--- config.mk ---
export PLATFORM = sky130hd
export DESIGN_NAME = serial_command_line_parser
export DESIGN_NICKNAME = d
export VERILOG_FILES = /design/src/hw/rtl/scl_pkg.sv /design/src/hw/rtl/scl_front.sv /design/src/hw/rtl/scl_queue.sv /design/src/hw/rtl/scl_back.sv /design/src/hw/rtl/serial_command_line_parser.sv
export SDC_FILE = /design/constraint.sdc
export NUM_CORES = 1
export LEC_CHECK = 0
export ABC_AREA = 0
export BUFFER_PORTS_ARGS = -buffer_cell sky130_fd_sc_hd__buf_2
export CORE_MARGIN = 2
export CORE_UTILIZATION = 66
export DETAILED_ROUTE_END_ITERATION = 10
export HOLD_SLACK_MARGIN = 0.05
export PLACE_DENSITY = 0.85
export SYNTH_ARGS = -nofsm -noshare
export SYNTH_HDL_FRONTEND = slang
export SYNTH_HIERARCHICAL = 1
export SYNTH_SLANG_ARGS = --single-unit
--- constraint.sdc ---
create_clock -name clock -period 15.9 [get_ports clock]
set_input_delay 0.795 -clock clock [delete_from_list [all_inputs] [get_ports clock]]
set_output_delay 0.795 -clock clock [all_outputs]
set_load 0.05 [all_outputs]
--- src/hw/rtl/scl_pkg.sv ---
// Shared types and constants for the serial command line parser.
// No dependencies; used by every module of the block.
`default_nettype none

package scl_pkg;

   // Longest line buffer, counting the terminator slot
   localparam int LINE_BUFFER_BYTES_DEFAULT = 32;
   // Entries between the line front end and the command back end
   localparam int QUEUE_DEPTH = 2;

   localparam logic [7:0] CHAR_LF    = 8'h0A;
   localparam logic [7:0] CHAR_CR    = 8'h0D;
   localparam logic [7:0] CHAR_SPACE = 8'h20;
   localparam logic [7:0] CHAR_TAB   = 8'h09;
   localparam logic [7:0] CHAR_VT    = 8'h0B;
   localparam logic [7:0] CHAR_FF    = 8'h0C;
   localparam logic [7:0] CHAR_PLUS  = 8'h2B;
   localparam logic [7:0] CHAR_MINUS = 8'h2D;
   localparam logic [7:0] CHAR_COMMA = 8'h2C;
   localparam logic [7:0] CHAR_ZERO  = 8'h30;
   localparam logic [7:0] CHAR_NINE  = 8'h39;
   localparam logic [7:0] CHAR_T     = 8'h54;
   localparam logic [7:0] CHAR_S     = 8'h53;
   localparam logic [7:0] CHAR_M     = 8'h4D;
   localparam logic [7:0] CHAR_B     = 8'h42;
   localparam logic [7:0] CHAR_F     = 8'h46;
   localparam logic [7:0] CHAR_V     = 8'h56;
   localparam logic [7:0] CHAR_O     = 8'h4F;

   localparam logic [31:0] MAG_LIMIT     = 32'h8000_0000;
   localparam logic [31:0] MAG_SAT_START = MAG_LIMIT / 32'd10 + 32'd1;
   localparam logic [31:0] INT_MAX       = 32'h7FFF_FFFF;
   localparam logic [31:0] SERVO_MAX     = 32'd1000;
   localparam logic [31:0] BAND_SEL_MAX  = 32'd2;

   typedef enum logic [1:0] {
      PHASE_SKIP   = 2'd0,
      PHASE_DIGITS = 2'd1,
      PHASE_DONE   = 2'd2
   } phase_type;

   typedef enum logic [2:0] {
      CMD_THRESHOLD   = 3'd0,
      CMD_MODE        = 3'd1,
      CMD_BAND_MASK   = 3'd2,
      CMD_BAND_SELECT = 3'd3,
      CMD_SERVO_HOLD  = 3'd4,
      CMD_OSC_ENABLE  = 3'd5
   } cmd_type;

   // One finished line that had a letter and a comma
   typedef struct packed {
      logic [7:0]  letter;
      logic        negative;
      logic [31:0] magnitude;
   } line_type;

endpackage

`default_nettype wire

--- src/hw/rtl/scl_front.sv ---
// Line front end: takes bytes, tracks the line and accumulates the number.
// Depends on scl_pkg; pushes finished lines into scl_queue.
`default_nettype none

module scl_front #(
   parameter int LINE_BUFFER_BYTES = scl_pkg::LINE_BUFFER_BYTES_DEFAULT
) (
   input  wire logic              clock,
   input  wire logic              reset,
   input  wire logic              byte_valid,
   input  wire logic [7:0]        byte_data,
   input  wire logic              queue_full,
   output scl_pkg::line_type      push_data,
   output logic                   push_valid,
   output logic                   byte_ready
);

   localparam int LEN_W = $clog2(LINE_BUFFER_BYTES);
   localparam logic [LEN_W-1:0] LEN_MAX = LEN_W'(LINE_BUFFER_BYTES - 1);

   logic [LEN_W-1:0]   length_ff, length_in;
   logic [7:0]         letter_ff, letter_in;
   logic               comma_ff, comma_in;
   scl_pkg::phase_type phase_ff, phase_in;
   logic               negative_ff, negative_in;
   logic [31:0]        magnitude_ff, magnitude_in;

   logic        accept;
   logic        line_end;
   logic        is_digit;
   logic        is_space;
   logic [31:0] scaled;

   assign byte_ready = !queue_full;
   assign accept     = byte_valid && byte_ready;
   assign line_end   = (byte_data == scl_pkg::CHAR_LF) || (byte_data == scl_pkg::CHAR_CR);
   assign is_digit   = (byte_data >= scl_pkg::CHAR_ZERO) && (byte_data <= scl_pkg::CHAR_NINE);
   assign is_space   = (byte_data == scl_pkg::CHAR_SPACE) || (byte_data == scl_pkg::CHAR_TAB) ||
                       (byte_data == scl_pkg::CHAR_VT) || (byte_data == scl_pkg::CHAR_FF);
   // magnitude is below MAG_SAT_START where this is used, so no carry is lost
   assign scaled     = {magnitude_ff[28:0], 3'b000} + {magnitude_ff[30:0], 1'b0} +
                       {28'd0, byte_data[3:0]};

   assign push_valid          = accept && line_end && comma_ff;
   assign push_data.letter    = letter_ff;
   assign push_data.negative  = negative_ff;
   assign push_data.magnitude = magnitude_ff;

   always_ff @(posedge clock) begin
      if (reset) begin
         length_ff    <= '0;
         letter_ff    <= '0;
         comma_ff     <= 1'b0;
         phase_ff     <= scl_pkg::PHASE_SKIP;
         negative_ff  <= 1'b0;
         magnitude_ff <= '0;
      end else begin
         length_ff    <= length_in;
         letter_ff    <= letter_in;
         comma_ff     <= comma_in;
         phase_ff     <= phase_in;
         negative_ff  <= negative_in;
         magnitude_ff <= magnitude_in;
      end
   end

   always_comb begin
      scl_pkg::phase_type ph;
      ph           = phase_ff;
      length_in    = length_ff;
      letter_in    = letter_ff;
      comma_in     = comma_ff;
      phase_in     = phase_ff;
      negative_in  = negative_ff;
      magnitude_in = magnitude_ff;
      if (accept) begin
         if (line_end) begin
            length_in    = '0;
            letter_in    = '0;
            comma_in     = 1'b0;
            phase_in     = scl_pkg::PHASE_SKIP;
            negative_in  = 1'b0;
            magnitude_in = '0;
         end else if (length_ff < LEN_MAX) begin
            length_in = length_ff + 1'b1;
            if (length_ff == '0) begin
               letter_in = byte_data;
            end else if (length_ff == LEN_W'(1)) begin
               comma_in = (byte_data == scl_pkg::CHAR_COMMA);
            end else begin
               // Leading whitespace and sign, then digits until a non-digit
               case (phase_ff)
                  scl_pkg::PHASE_SKIP: begin
                     if (is_space) begin
                        ph = scl_pkg::PHASE_SKIP;
                     end else if ((byte_data == scl_pkg::CHAR_MINUS) ||
                                  (byte_data == scl_pkg::CHAR_PLUS)) begin
                        negative_in = (byte_data == scl_pkg::CHAR_MINUS);
                        ph          = scl_pkg::PHASE_DONE;
                        phase_in    = scl_pkg::PHASE_DIGITS;
                     end else begin
                        ph = scl_pkg::PHASE_DIGITS;
                     end
                  end
                  scl_pkg::PHASE_DIGITS: ph = scl_pkg::PHASE_DIGITS;
                  default:               ph = scl_pkg::PHASE_DONE;
               endcase
               if (ph == scl_pkg::PHASE_DIGITS) begin
                  if (is_digit) begin
                     phase_in = scl_pkg::PHASE_DIGITS;
                     if (magnitude_ff >= scl_pkg::MAG_SAT_START) begin
                        magnitude_in = scl_pkg::MAG_LIMIT;
                     end else if (scaled > scl_pkg::MAG_LIMIT) begin
                        magnitude_in = scl_pkg::MAG_LIMIT;
                     end else begin
                        magnitude_in = scaled;
                     end
                  end else begin
                     phase_in = scl_pkg::PHASE_DONE;
                  end
               end
            end
         end
      end
   end

endmodule

`default_nettype wire

--- src/hw/rtl/scl_queue.sv ---
// Short queue of finished lines between the front end and the back end.
// Depends on scl_pkg for the line entry type.
`default_nettype none

module scl_queue (
   input  wire logic              clock,
   input  wire logic              reset,
   input  wire logic              push_valid,
   input  wire scl_pkg::line_type push_data,
   output logic                   full,
   output logic                   pop_valid,
   output scl_pkg::line_type      pop_data,
   input  wire logic              pop_ready
);

   localparam int DEPTH = scl_pkg::QUEUE_DEPTH;
   localparam int PTR_W = $clog2(DEPTH);
   localparam int CNT_W = $clog2(DEPTH + 1);
   localparam logic [PTR_W-1:0] PTR_LAST = PTR_W'(DEPTH - 1);

   scl_pkg::line_type entry_ff [DEPTH];
   logic [PTR_W-1:0]  wr_ptr_ff, wr_ptr_in;
   logic [PTR_W-1:0]  rd_ptr_ff, rd_ptr_in;
   logic [CNT_W-1:0]  count_ff, count_in;
   logic              do_push, do_pop;

   assign full      = (count_ff == CNT_W'(DEPTH));
   assign pop_valid = (count_ff != '0);
   assign pop_data  = entry_ff[rd_ptr_ff];
   assign do_push   = push_valid && !full;
   assign do_pop    = pop_valid && pop_ready;

   always_ff @(posedge clock) begin
      if (do_push) begin
         entry_ff[wr_ptr_ff] <= push_data;
      end
   end

   always_ff @(posedge clock) begin
      if (reset) begin
         wr_ptr_ff <= '0;
         rd_ptr_ff <= '0;
         count_ff  <= '0;
      end else begin
         wr_ptr_ff <= wr_ptr_in;
         rd_ptr_ff <= rd_ptr_in;
         count_ff  <= count_in;
      end
   end

   always_comb begin
      wr_ptr_in = wr_ptr_ff;
      rd_ptr_in = rd_ptr_ff;
      count_in  = count_ff;
      if (do_push) begin
         wr_ptr_in = (wr_ptr_ff == PTR_LAST) ? '0 : wr_ptr_ff + 1'b1;
      end
      if (do_pop) begin
         rd_ptr_in = (rd_ptr_ff == PTR_LAST) ? '0 : rd_ptr_ff + 1'b1;
      end
      if (do_push && !do_pop) begin
         count_in = count_ff + 1'b1;
      end else if (do_pop && !do_push) begin
         count_in = count_ff - 1'b1;
      end
   end

endmodule

`default_nettype wire

--- src/hw/rtl/scl_back.sv ---
// Command back end: decodes a finished line into a command and its argument.
// Depends on scl_pkg; holds the result in the output register.
`default_nettype none

module scl_back (
   input  wire logic              clock,
   input  wire logic              reset,
   input  wire logic              line_valid,
   input  wire scl_pkg::line_type line_data,
   output logic                   line_ready,
   output logic                   rsp_valid,
   output logic [2:0]             rsp_command,
   output logic [31:0]            rsp_value,
   input  wire logic              rsp_ready
);

   logic        valid_ff, valid_in;
   logic [2:0]  command_ff;
   logic [31:0] value_ff;

   logic             issue;
   scl_pkg::cmd_type cmd;
   logic [31:0]      number;
   logic [31:0]      value;
   logic             neg;

   assign line_ready  = !valid_ff || rsp_ready;
   assign rsp_valid   = valid_ff;
   assign rsp_command = command_ff;
   assign rsp_value   = value_ff;

   always_comb begin
      if (line_data.negative) begin
         number = 32'd0 - line_data.magnitude;
      end else if (line_data.magnitude >= scl_pkg::MAG_LIMIT) begin
         number = scl_pkg::INT_MAX;
      end else begin
         number = line_data.magnitude;
      end
      neg   = number[31];
      issue = 1'b1;
      cmd   = scl_pkg::CMD_THRESHOLD;
      value = number;
      case (line_data.letter)
         scl_pkg::CHAR_T, scl_pkg::CHAR_S: begin
            cmd = scl_pkg::CMD_THRESHOLD;
         end
         scl_pkg::CHAR_M: begin
            cmd   = scl_pkg::CMD_MODE;
            value = {24'd0, number[7:0]};
         end
         scl_pkg::CHAR_B: begin
            cmd   = scl_pkg::CMD_BAND_MASK;
            value = {24'd0, number[7:0]};
         end
         scl_pkg::CHAR_F: begin
            cmd   = scl_pkg::CMD_BAND_SELECT;
            issue = !neg && (number <= scl_pkg::BAND_SEL_MAX);
         end
         scl_pkg::CHAR_V: begin
            cmd = scl_pkg::CMD_SERVO_HOLD;
            if (neg) begin
               value = '1;
            end else if (number > scl_pkg::SERVO_MAX) begin
               value = scl_pkg::SERVO_MAX;
            end
         end
         scl_pkg::CHAR_O: begin
            cmd   = scl_pkg::CMD_OSC_ENABLE;
            value = {31'd0, (number != '0)};
         end
         default: begin
            issue = 1'b0;
         end
      endcase
   end

   always_comb begin
      valid_in = valid_ff;
      if (line_valid && line_ready) begin
         valid_in = issue;
      end else if (rsp_ready) begin
         valid_in = 1'b0;
      end
   end

   always_ff @(posedge clock) begin
      if (reset) begin
         valid_ff <= 1'b0;
      end else begin
         valid_ff <= valid_in;
      end
   end

   // Load the payload only for lines that give a command; drop the rest
   always_ff @(posedge clock) begin
      if (line_valid && line_ready && issue) begin
         command_ff <= cmd;
         value_ff   <= value;
      end
   end

endmodule

`default_nettype wire

--- src/hw/rtl/serial_command_line_parser.sv ---
// Serial command line parser: one received byte per cycle while the queue is not full, at most one command per line.
// A CR or LF that ends a line pushes it into the queue; the back end then pops it into the output register.
// The multiply-by-ten update of the number is combinational shift-and-add logic.
// Reset (synchronous, active high) clears the line state, the queue and the output.
// Depends on scl_pkg, scl_front, scl_queue and scl_back.
`default_nettype none

module serial_command_line_parser #(
   parameter int LINE_BUFFER_BYTES = scl_pkg::LINE_BUFFER_BYTES_DEFAULT
) (
   input  wire logic        clock,
   input  wire logic        reset,
   input  wire logic        req_tvalid,
   output logic             req_tready,
   input  wire logic [7:0]  req_tdata,   // [7:0] rx_byte
   output logic             rsp_tvalid,
   input  wire logic        rsp_tready,
   output logic [39:0]      rsp_tdata    // [2:0] command, [34:3] value, [39:35] zero
);

   scl_pkg::line_type push_data;
   scl_pkg::line_type pop_data;
   logic              push_valid;
   logic              queue_full;
   logic              pop_valid;
   logic              pop_ready;
   logic [2:0]        rsp_command;
   logic [31:0]       rsp_value;

   scl_front #(
      .LINE_BUFFER_BYTES(LINE_BUFFER_BYTES)
   ) u_front (
      .clock      (clock),
      .reset      (reset),
      .byte_valid (req_tvalid),
      .byte_data  (req_tdata),
      .queue_full (queue_full),
      .push_data  (push_data),
      .push_valid (push_valid),
      .byte_ready (req_tready)
   );

   scl_queue u_queue (
      .clock      (clock),
      .reset      (reset),
      .push_valid (push_valid),
      .push_data  (push_data),
      .full       (queue_full),
      .pop_valid  (pop_valid),
      .pop_data   (pop_data),
      .pop_ready  (pop_ready)
   );

   scl_back u_back (
      .clock       (clock),
      .reset       (reset),
      .line_valid  (pop_valid),
      .line_data   (pop_data),
      .line_ready  (pop_ready),
      .rsp_valid   (rsp_tvalid),
      .rsp_command (rsp_command),
      .rsp_value   (rsp_value),
      .rsp_ready   (rsp_tready)
   );

   assign rsp_tdata = {5'd0, rsp_value, rsp_command};

endmodule

`default_nettype wire

==> results.yml, run 1 <==
sta:
  worstMarginPinSlew_ns: 0.994
  slew_viol_final: 0
  tns_ns: 0
  relSlewSlack: 0.331
  hold_viol: 0
  fmax_mhz: 173
  fin_worst_skew_ns: 0.00860
  grt_setup_unrepaired: "false"
  fin_crit_sh: 0.364
  period_minus_slack_ns: 5.79
  whs_ns: 0.467
  finalSetupViolations: 0
pwr:
  leakage_nw: 4.21
  ir_drop_uv: 83.4
  powerDensity_nw_per_um2: 98.3
  total_power_w: 0.00109
clock_tree:
  worstSkewPairLatency_ns: 0.43
  clock-root-buffer: "clkbuf_16"
  cts_tree: "built"
  cts-resized-gates: 0
  clk_path_buf_depth: 2
  htree_num_levels: 4
  hold_buffers: 0
  post_cts.repair.setup_buffers: 0
  numCtsBuffers: 17
  clk_pin_slew_ns: 0.07
  cts_sinks: 172
floorplan:
  die_area_um2: 16500
  die_h_um: 129
  initial_utilization: 0.674
  die_x_um: 129
  pin_count: 54
  num_rows: 45
  coreArea_um2: 15200
setup_path:
  cp.depth: 10
  crit_path_cell_trace: "buf_4, mux2_2, nor4_1, nand4b_1, nor4b_1, o32ai_1, or4_4, nor4_4, nand3_1, a21oi_4"
  max_stage_delay_ns: 0.85
  worstSetupPathType: "reg2reg"
  critical-path-top-delay-family: "simple AND/OR/NAND/NOR gates"
  worst_path_max_delay_cell: "nor4_1"
  arrival_ns: 5.83
  r2r-end: "u_back/rsp_value[10]"
  path_buf_inv: 1
  worstPathMaxFanout: 41
  critPathLaunchType: "flop"
  cp_data_required_time_ns: 15.95
  ff2ff_setup_slack_ns: 10.11
  rr_worst_depth: 10
  cp-end-kind: "flop"
yosys:
  syn_area_um2: 10300
  syn_avg_cell_area_um2: 10.1
  synth_top_cell_area_share: 0.343
  postSynthCellCount: 1011
  ys_warn_count: 6
  ys_types: 77
  synth_seq_cells: 172
  ys_seq_area_frac: 0.450
  synth_area_leaders: "edfxtp_1 34%, dfxtp_1 11%, ha_1 7.7%, mux2_2 4.3%, a21oi_1 3.4%"
  synthArstFlopShare: 0
  synth_top_cell_by_area: "edfxtp_1"
  post-synth-top-count-cell: "edfxtp_1"
  synth_commonest_cells: "117 x edfxtp_1, 87 x nand2_1, 69 x a21oi_1"
  synth_flop_cell: "edfxtp_1"
  synth_edf_count: 117
worst_hold_path:
  hold_path_depth: 0
  hp-start: "u_front/letter_ff[1]"
  worstHoldPathType: "reg2reg"
  hold_path_end: "u_queue/entry_ff[0][34]"
final_layout:
  final_cells: 1237
  antenna_cells: 0
  finalInstanceArea_um2: 11100
  layout.nets: 1113
  area_growth_pct: 8.21
  drive_gt1_frac: 0.169
placement:
  placed_cell_area_um2: 10600
  dpl.hpwl_um: 16000
  io_buffers: 48
  placed_cells: 1205
  globalplace.congestion: 0.907
global_routing:
  grt_pass1_vias: 7424
  antenna_found_initial: 0
  grt_usage: 0.282
  gr-total-overflow: 0
  grt_pass1_wl_um: 37100
  grt_max_degree: 56
routing:
  post_drt_wl_per_cell_um: 18.5
  drt_wl_total_um: 22900
  drtIter0Drc: 854
  drtAntennaViolNets: 0
  vias_per_cell: 6.57
  route.vias.total: 8124
  first_pass_iters: 5
  route.detailed.drc: 0
run_status:
  status: "finished, final reports clean"
flow_run:
  cap_viol_max_count: 0
## layer usage
layer  wire, µm  up-vias  share of wire  GRT usage
met5          0        -              0          0
met4        511        0          0.022      0.102
met3       1590       55          0.070     0.0507
met2      10500      351           0.46      0.448
met1      10200     3822           0.45      0.392
li1           -     3896              -          -
## layout make-up
class | count | area, µm²
inverter | 27 | 101
multi-input combinational | 761 | 5300
sequential | 172 | 4610
clock buffer | 19 | 433
clock inverter | 13 | 109
fill | 1078 | 4110
tap | 188 | 235
timing repair buffer | 57 | 308
## power breakdown
part	internal (W)	total, W	switching (W)
combinational	0.0000773	0.000210	0.000133
sequential	0.000490	0.000499	0.00000956
clock	0.000203	0.000381	0.000178
## registers in the layout, indices dropped and copies added (netlist names), named ones only
signal	count
u_front/negative_ff	1
u_back/rsp_command	3
u_queue/count_ff	2
u_front/length_ff	5
u_front/comma_ff	1
u_queue/entry_ff	82
u_queue/wr_ptr_ff	1
u_back/rsp_value	32
u_front/magnitude_ff	32
u_queue/rd_ptr_ff	1
u_front/letter_ff	8
u_back/rsp_valid	1
u_front/phase_ff	2
## layout by cell type (no fill, tap or decap), drive strengths merged, types with 11 or more instances in the layout
cell / instances
a21oi: 69
a31oi: 15
buf: 57
clkbuf: 19
dfxtp: 55
edfxtp: 117
ha: 63
inv: 32
mux2: 42
nand2: 87
nand3: 20
nand4: 19
nor2: 68
nor2b: 14
nor3: 29
nor4: 18
o21ai: 98
or3: 11
xnor2: 18
xor2: 21
## worst max-delay path by stage
stage | from | end | slack [ns]
5_1_grt | flop | u_back/rsp_value[10] | 9.65
3_5_place_dp | flop | u_back/rsp_value[20] | 10.16
2_1_floorplan | flop | u_back/rsp_command[0] | 10.18
3_3_place_gp | flop | u_back/rsp_value[10] | 10.36
6_report | flop | u_back/rsp_value[10] | 10.11
4_1_cts | flop | u_back/rsp_value[10] | 10.13
## metrics by stage
| step | worst slack [ns] | utilization |
|---|---|---|
| finish | 10.11 | 0.730 |
| global route | 9.65 | 0.730 |
| CTS | 10.13 | 0.730 |
| detailed placement | 10.16 | 0.694 |
| global placement | 10.36 | 0.694 |
| floorplan | 10.18 | - |
## cells by family (layout without fill, tap and decap cells)
logic type,Yosys count,after routing,share of synthesized area
adders and majority gates,65,65,0.0808
AOI/OAI and AO/OA,285,285,0.185
buffers and inverters,82,116,0.0365
DFF,172,172,0.450
and+or+nand+nor,319,319,0.162
muxes,48,48,0.0520
xor gates and xnor gates,39,39,0.0333
other,1,5,0.000366
## worst register-to-register path: cells and delay by family (launching register included)
family | cells | cell delay [ns]
AND/OR/NAND/NOR | 6 | 3.20
AO/OA/AOI/OAI | 2 | 0.97
flip-flops | 1 | 0.31
buffers and inverters | 1 | 0.44
multiplexers | 1 | 0.46
Power figures use the tool's default switching activity.
==> run 2: changes to the inputs <==
--- a/config.mk
+++ b/config.mk
@@ -8,10 +8,10 @@
 export ABC_AREA = 0
 export BUFFER_PORTS_ARGS = -buffer_cell sky130_fd_sc_hd__buf_2
 export CORE_MARGIN = 2
-export CORE_UTILIZATION = 66
+export CORE_UTILIZATION = 62
 export DETAILED_ROUTE_END_ITERATION = 10
 export HOLD_SLACK_MARGIN = 0.05
-export PLACE_DENSITY = 0.85
+export PLACE_DENSITY = 0.81
 export SYNTH_ARGS = -nofsm -noshare
 export SYNTH_HDL_FRONTEND = slang
 export SYNTH_HIERARCHICAL = 1
==> constraint.sdc (replaced) <==
create_clock -name clock -period 5.8 [get_ports clock]
set_input_delay 0.29 -clock clock [delete_from_list [all_inputs] [get_ports clock]]
set_output_delay 0.29 -clock clock [all_outputs]
set_load 0.05 [all_outputs]
==> run 2 against run 1 <==
Sequential cell count did not move. Worst hold slack got worse by 0.35 ns. First-iteration DRC count fell by 5.4%. Cell count rose by 3.1%. Global-route usage fell by 1.7 points. Via count barely moved. Clock power rose to 2.9 times the previous value. Sequential share of layout area fell by 0.50 points. Sequential power rose to 2.7 times the previous value. Routed wire length fell by 0.58%. Utilization fell by 4.3 points. Critical endpoint is now u_back/rsp_value[26].
==> results.yml, run 2 (synthesis results as in run 1) <==
setup_path:
  cp-end-kind: "flop"
  cp_data_required_time_ns: 5.89
  worst_path_max_delay_cell: "or4_1"
  arrival_ns: 5.13
  crit_top_cell: "buf_4"
  max_stage_delay_ns: 0.70
  critPathLaunchType: "flop"
  worstPathMaxFanout: 35
  crit_path_cell_trace: "buf_4, mux2_2, or4_1, or3_1, o22ai_1, o211ai_1, or4_4, nor4_4, nand3_1, a21oi_4, buf_4"
  worstSetupPathType: "reg2reg"
floorplan:
  coreArea_um2: 16300
  initial_utilization: 0.627
  die_area_um2: 17600
  die_x_um: 133
  num_rows: 47
  die_h_um: 133
  pin_count: 54
routing:
  route.vias.total: 8132
  route.detailed.drc: 0
  post_drt_wl_per_cell_um: 17.8
  first_pass_iters: 6
  vias_per_cell: 6.38
  drtAntennaViolNets: 0
  drt_wl_total_um: 22700
  drtIter0Drc: 808
global_routing:
  grt_pass1_vias: 7446
  antenna_found_initial: 0
  grt_usage: 0.265
  grt_pass1_wl_um: 37600
  gr-total-overflow: 0
  grt_max_degree: 45
clock_tree:
  worstSkewPairLatency_ns: 0.44
  cts_tree: "built"
  clock-root-buffer: "clkbuf_16"
  cts_sinks: 172
  hold_buffers: 0
  clk_pin_slew_ns: 0.07
  htree_num_levels: 4
  clk_path_buf_depth: 2
  post_cts.repair.setup_buffers: 0
  numCtsBuffers: 17
  cts-resized-gates: 0
flow_run:
  cap_viol_max_count: 0
sta:
  hold_viol: 0
  relSlewSlack: 0.344
  fin_crit_sh: 0.869
  fmax_mhz: 198
  slew_viol_final: 0
  grt_setup_unrepaired: "false"
  whs_ns: 0.118
  setup_ws_ns: 0.759
  fin_worst_skew_ns: 0.0102
  worstMarginPinSlew_ns: 0.984
  tns_ns: 0
  finalSetupViolations: 0
  period_minus_slack_ns: 5.04
final_layout:
  largest_reg_flops: 82
  area_growth_pct: 9.52
  regMostFlops: "u_queue/entry_ff"
  antenna_cells: 0
  mostFrequentLayoutCells: "117 x edfxtp_1, 87 x nand2_1, 68 x a21oi_1, 68 x nor2_1, 67 x o21ai_0"
  drive_gt1_frac: 0.175
  final_util: 0.687
  layout.nets: 1119
  finalInstanceArea_um2: 11200
  fill_cells: 1254
  final_common_cell: "edfxtp_1"
worst_hold_path:
  worstHoldPathType: "in2reg"
placement:
  globalplace.congestion: 0.995
  io_buffers: 48
  placed_cell_area_um2: 10600
  pre_cts_slack_ns: 0.844
  dpl.hpwl_um: 16000
pwr:
  leakage_nw: 4.28
  powerDensity_nw_per_um2: 275
  ir_drop_uv: 242
run_status:
  status: "finished, final reports clean"
==> run 2: changes by cell type in the layout (fill, tap and decap cells not counted), sizes merged <==
cell	delta
clkbuf	-2
clkinvlp	-1
inv	+4
clkinv	-1
buf	+6
==> run 2: through the flow <==
step           instances  total power, W
2_1_floorplan       1015         0.00185
3_3_place_gp        1243         0.00197
3_5_place_dp        1243         0.00198
4_1_cts             1275         0.00309
5_1_grt             1275         0.00320
6_report            1275         0.00308
==> run 2: cell type report <==
| cell class | instances | area, µm² | area share |
|---|---|---|---|
| clock buffers | 17 | 425 | 0.0379 |
| well taps | 220 | 275 | 0.0245 |
| repair buffers | 63 | 353 | 0.0314 |
| clock inverters | 15 | 165 | 0.0147 |
| inverters | 27 | 101 | 0.00903 |
| flip-flops and latches | 172 | 4610 | 0.411 |
| multi-input cells | 761 | 5300 | 0.472 |
==> run 2: worst paths after layout <==
path | from | endpoint | slack [ns] | cells past startpoint
worst min-delay path | req_tdata[6] | u_front/letter_ff[6] | 0.12 | 3
worst min register to register | u_front/letter_ff[5] | u_queue/entry_ff[0][38] | 0.46 | 0
worst max-delay path | flop | u_back/rsp_value[26] | 0.76 | 11
worst max register to register | flop | u_back/rsp_value[26] | 0.76 | 11
==> run 2: layer usage <==
layer / wire length (µm) / vias to the layer above / GRT usage
met5: 0 / - / 0
met4: 725 / 0 / 0.114
met3: 1200 / 64 / 0.0429
met2: 10700 / 320 / 0.426
met1: 10100 / 3822 / 0.360
li1: - / 3926 / -
==> run 2: critical path, delay by kind of cell, from the launching register on <==
| kind | cells | cell delay (ns) |
|---|---|---|
| compound gates | 3 | 0.54 |
| buf+inv | 2 | 0.75 |
| flops | 1 | 0.39 |
| mux | 1 | 0.48 |
| simple gates | 5 | 2.48 |
==> run 2: where the power goes <==
group / switching [W] / internal [W] / total [W] / leakage [nW]
Clock: 0.000538 / 0.000580 / 0.00112 / 0.287
Combinational: 0.000364 / 0.000232 / 0.000596 / 2.45
Sequential: 0.0000280 / 0.00134 / 0.00137 / 1.55
